===== src/hdl/velocity_to_unicycle_command_top_defines.svh =====
// Assertion macros used by the velocity-to-unicycle command top level.
`ifndef VELOCITY_TO_UNICYCLE_COMMAND_TOP_DEFINES_SVH
`define VELOCITY_TO_UNICYCLE_COMMAND_TOP_DEFINES_SVH
`ifndef SYNTHESIS
`define VUC_ASSERT_IMP(lbl, ck, rn, ante, cons) \
  lbl: assert property (@(posedge ck) disable iff (!rn) (ante) |-> (cons)) \
    else $error("vuc assertion failed");
`define VUC_ASSERT_NXT(lbl, ck, rn, ante, cons) \
  lbl: assert property (@(posedge ck) disable iff (!rn) (ante) |=> (cons)) \
    else $error("vuc assertion failed");
`else
`define VUC_ASSERT_IMP(lbl, ck, rn, ante, cons)
`define VUC_ASSERT_NXT(lbl, ck, rn, ante, cons)
`endif
`endif


===== src/hdl/vuc_pkg.sv =====
// Constants, types and step functions of the velocity-to-unicycle command pipeline.
package vuc_pkg;

  localparam int CORD_STEPS    = 16;
  localparam int STEPS_PER_STG = 2;
  localparam int CORD_STG      = CORD_STEPS / STEPS_PER_STG;
  localparam int FRONT_LAT     = CORD_STG + 1;
  localparam int EXP_TERMS     = 12;
  localparam int EXP_LAT       = 3 * EXP_TERMS;
  localparam int TOT_LAT       = FRONT_LAT + 2 + EXP_LAT + 3;

  localparam logic signed [24:0] Q20_PI     = 25'sd3294199;
  localparam logic signed [24:0] Q20_TWO_PI = 25'sd6588398;
  localparam logic [31:0]        Q30_ONE    = 32'h4000_0000;
  localparam logic [31:0]        Q30_LN2    = 32'd744261118;
  localparam logic [11:0]        LIN_CAP    = 12'd2048;

  // multiples of ln2 in Q30, 0 through 5
  localparam logic [31:0] KLN2 [6] = '{
    32'd0, 32'd744261118, 32'd1488522236, 32'd2232783354, 32'd2977044472, 32'd3721305590
  };

  localparam logic signed [24:0] ATAN [CORD_STEPS] = '{
    25'sd823550, 25'sd486170, 25'sd256879, 25'sd130396, 25'sd65451, 25'sd32757,
    25'sd16383, 25'sd8192, 25'sd4096, 25'sd2048, 25'sd1024, 25'sd512,
    25'sd256, 25'sd128, 25'sd64, 25'sd32
  };

  typedef enum logic [1:0] {
    CFG_LIN_MAX,
    CFG_LIN_MIN,
    CFG_ANG_MAX,
    CFG_ANG_MIN
  } cfg_idx_t;

  typedef struct packed {
    logic signed [26:0] x;
    logic signed [26:0] y;
    logic signed [24:0] z;
    logic               byp;
  } cord_t;

  typedef struct packed {
    logic [31:0] n;
    logic [32:0] res;
  } isq_t;

  function automatic cord_t cord_step(input cord_t s, input int i);
    cord_t o;
    logic signed [26:0] xs, ys;
    o  = s;
    xs = s.x >>> i;
    ys = s.y >>> i;
    if (s.y > 27'sd0) begin
      o.x = s.x + ys;
      o.y = s.y - xs;
      if (!s.byp) o.z = s.z + ATAN[i];
    end else begin
      o.x = s.x - ys;
      o.y = s.y + xs;
      if (!s.byp) o.z = s.z - ATAN[i];
    end
    return o;
  endfunction

  function automatic isq_t isq_step(input isq_t s, input int i);
    isq_t o;
    logic [32:0] bitv, trial;
    o     = s;
    bitv  = 33'd1 << (30 - 2 * i);
    trial = s.res + bitv;
    if (33'(s.n) >= trial) begin
      o.n   = s.n - trial[31:0];
      o.res = (s.res >> 1) + bitv;
    end else begin
      o.res = s.res >> 1;
    end
    return o;
  endfunction

  // zero max or min passes the value; zero or negative goes to [-max, -min]
  function automatic logic signed [18:0] band_clamp(input logic signed [18:0] v,
                                                    input logic [14:0] mx,
                                                    input logic [14:0] mn);
    logic signed [18:0] hi, lo, o;
    hi = $signed(19'(mx));
    lo = $signed(19'(mn));
    o  = v;
    if (mx != '0 && mn != '0) begin
      if (v > 19'sd0) begin
        if (o < lo) o = lo;
        if (o > hi) o = hi;
      end else begin
        if (o > -lo) o = -lo;
        if (o < -hi) o = -hi;
      end
    end
    return o;
  endfunction

endpackage


===== src/hdl/vuc_cord.sv =====
// Pipelined CORDIC giving the direction of the velocity vector in Q20 radians.
module vuc_cord import vuc_pkg::*; (
  input  logic               clk,
  input  logic               en,
  input  logic signed [15:0] vel_x,
  input  logic signed [15:0] vel_y,
  output logic signed [24:0] dir
);

  cord_t c0;
  cord_t st_r [CORD_STG+1];
  logic signed [26:0] x0, y0;

  assign x0 = {{3{vel_x[15]}}, vel_x, 8'b0};
  assign y0 = {{3{vel_y[15]}}, vel_y, 8'b0};

  // zero y bypasses the rotation; negative x is turned by pi first
  always_comb begin
    c0.x   = x0;
    c0.y   = y0;
    c0.z   = '0;
    c0.byp = (vel_y == '0);
    if (c0.byp) begin
      c0.z = vel_x[15] ? Q20_PI : 25'sd0;
    end else if (vel_x[15]) begin
      c0.z = vel_y[15] ? -Q20_PI : Q20_PI;
      c0.x = -x0;
      c0.y = -y0;
    end
  end

  always_ff @(posedge clk) begin
    if (en) begin
      st_r[0] <= c0;
      for (int s = 1; s <= CORD_STG; s++) begin
        st_r[s] <= cord_step(cord_step(st_r[s-1], STEPS_PER_STG * (s - 1)),
                             STEPS_PER_STG * (s - 1) + 1);
      end
    end
  end

  assign dir = st_r[CORD_STG].z;

endmodule


===== config.mk =====
export PLATFORM = sky130hd
export DESIGN_NAME = vuc_cord
export DESIGN_NICKNAME = d
export VERILOG_FILES = /design/src/hdl/velocity_to_unicycle_command_top_defines.svh /design/src/hdl/vuc_pkg.sv /design/src/hdl/vuc_cord.sv
export SDC_FILE = /design/constraint.sdc
export NUM_CORES = 2
export LEC_CHECK = 0
export BUFFER_PORTS_ARGS = -buffer_cell sky130_fd_sc_hd__buf_2
export CORE_ASPECT_RATIO = 1.2
export CORE_UTILIZATION = 45
export CTS_BUF_LIST = sky130_fd_sc_hd__clkbuf_2 sky130_fd_sc_hd__clkbuf_4 sky130_fd_sc_hd__clkbuf_8
export CTS_CLUSTER_DIAMETER = 60
export DETAILED_ROUTE_END_ITERATION = 10
export PLACE_DENSITY = 0.56
export SLEW_MARGIN = 30
export SYNTH_ARGS = -nofsm -noshare
export SYNTH_HDL_FRONTEND = slang
export SYNTH_SLANG_ARGS = --single-unit

===== constraint.sdc =====
create_clock -name clk -period 15.3 [get_ports clk]
set_input_delay 3.825 -clock clk [delete_from_list [all_inputs] [get_ports clk]]
set_output_delay 3.825 -clock clk [all_outputs]
set_load 0.05 [all_outputs]

==> metrics <==
Area contributors post-synth edfxtp_1, ha_1, xnor2_1; Final nets 9763; Setup TNS Final 0 ns; Final setup viols 0; critical path's largest stage delay 0.68 ns; PostCTS Resize Cnt 0; Antenna Nets Post-Route 0; Clk Latency, worst-skew pair 0.86 ns; status completed; routability cong. 0.9409; DIE WIDTH 372.1 um; Max H-tree Level 3; fin crit period 11.31 ns; Core ar. 162800 sq um; Die H 446.1 um; routed via count 66169; worst-margin pin slew 1.106 ns; layout cells sized above 1 0.05212; clock slew at reported path FFs 0.06 ns; placed instance count 10926; synth cell count leaders xnor2_1, nor2_1, ha_1; RSZ-0062 raised after global routing no; Starting Density 0.4544; crit path capture type flip-flop; hpwl dp 179900 um; WHS Endpoint st_r[0][567]; RR Startpoint st_r[0][368]; mean post-synth cell area 8.271 sq um; global-route wire length before repair 349200 um; Setup Buffers After CTS 0; FF-to-FF End st_r[0][478]; R2R cell count 37; max reg flops 593; CP Max Fanout 36; Hold Path Depth 0; async set or reset register ratio after synthesis 0; cell mode on critical path o21ai_0; Yosys reg bits 593; Slew Viols, Final 0; wirelength, routed 222200 um; Largest regs st_r x593; Slew headroom 0.2561; Main synth FF type edfxtp_1; CTS buffer count 110; Final Hold Vio Count 0; Post-synth EDFFs 593; PortBufs 58; Clock Tree Buf Depth 3; Initial DRC Count 4608; Area Growth Syn to Fin 6.393%; vias per std cell 5.944; area of the multi-input gates 53530 sq um; Reg area 17810 sq um; CTS tree built; period utilization 0.7391; Root Driver clkbuf_8; Synth top area share 0.2408; Max Cap Violations 0; Tot GR Track Use 0.2617; Die Footprint 166000 sq um; Mapped Nets 9800; DRC 0; fmax 88.43 MHz; warnings from Yosys 0; Crit path required time 15.86 ns; mapped cell area 73960 sq um; dominant cell type by area after synthesis edfxtp_1; row count 162; GR Overflow Total 0; CP max stage cell or4b_1; skew final 0.05626 ns; Hold/Removal Path Class flip-flop to flip-flop; Crit path arrival time 11.87 ns; pin count of the biggest net entering global routing 162; hold_buf cts 0; Reg with most FFs st_r; CP Launch Type flip-flop; most common cell in the synthesized netlist xnor2_1; Setup Crit Path Kind flip-flop to flip-flop; Layout Cells excl Fill 11132; First-pass DRT Iterations 7; hold_sp st_r[0][487]; Syn Inst Count 8943; post-synthesis cell type count 111; vias in the first global route 63191; sequential element share of the synthesized area 0.2408; Boundary Pins 59; # clock sinks 593; average wire per standard cell 19.96 um; initial antenna violation count 3; Fillers 15878; flop2flop setup slack 3.99 ns
worst max-delay path, delay by kind of cell, from the launching register on:
family	cells	cell delay (ns)
and+or+nand+nor	11	3.88
buffers and inverters	3	0.55
AOI/OAI and AO/OA	21	5.38
adders and majority gates	2	0.74
DFF	1	0.45
cell families after synthesis:
family          after synthesis  synth area share
mux                          58          0.008407
flops                       593            0.2408
fa+ha+maj                   823            0.1418
simple gates               2990            0.2010
xor+xnor                   1289            0.1527
buf+inv                     709           0.03798
compound gates             2481            0.2174
worst max path at each step:
stage	depth (start not counted)	start	slack, ns	to
6_report	37	st_r[0][368]	3.99	st_r[0][478]
5_1_grt	38	st_r[0][366]	3.14	st_r[0][478]
4_1_cts	37	st_r[0][436]	4.07	st_r[0][532]
3_5_place_dp	37	st_r[0][436]	4.10	st_r[0][532]
3_3_place_gp	39	st_r[0][190]	3.82	st_r[0][291]
2_1_floorplan	45	st_r[0][436]	5.30	st_r[0][532]
cell usage in the layout, fill, tap and decap left out, drive strengths merged, types with 104 or more instances in the layout:
cell type,n
nand3,211
nand2,647
edfxtp,593
inv,455
xor2,438
o31ai,130
a21oi,638
ha,798
o21a,104
nor2b,119
clkbuf,135
xnor2,851
o21ai,558
or3,121
nor2,847
a31oi,146
and3,105
a21o,240
nand2b,114
nor3,295
buf,110
through the flow:
| stage | cell area (sq um) | setup WS (ns) | utilization | hold WS (ns) |
|---|---|---|---|---|
| 4_1_cts | 78660 | 4.071 | 0.4833 | 0.4118 |
| 2_1_floorplan | 73960 | 5.303 | - | 0.4003 |
| 6_report | 78690 | 3.992 | 0.4835 | 0.4119 |
| 3_5_place_dp | 76380 | 4.101 | 0.4693 | 0.4045 |
| 5_1_grt | 78690 | 3.140 | 0.4835 | 0.4163 |
| 3_3_place_gp | 76350 | 3.819 | 0.4691 | 0.4002 |
final cells by class:
type / instances / area share
Multi-Input combinational cell: 7641 / 0.6802
Sequential cell: 593 / 0.2263
Tap cell: 2132 / 0.03390
Clock buffer: 135 / 0.02170
Inverter: 450 / 0.02148
Timing Repair Buffer: 110 / 0.009142
Clock inverter: 69 / 0.007250
Antenna cell: 2 / 0.00006360
layer usage:
metal,track usage,vias up,routed length (um)
met2,0.4634,1548,109600
met1,0.3316,31557,97150
met4,0.08353,0,6474
met3,0.02345,309,9028
li1,-,32755,-
met5,0,-,0
Power is left out: the tool's default activity adds up to more than one toggle a clock period on the data nets, which glitch-free logic cannot reach.
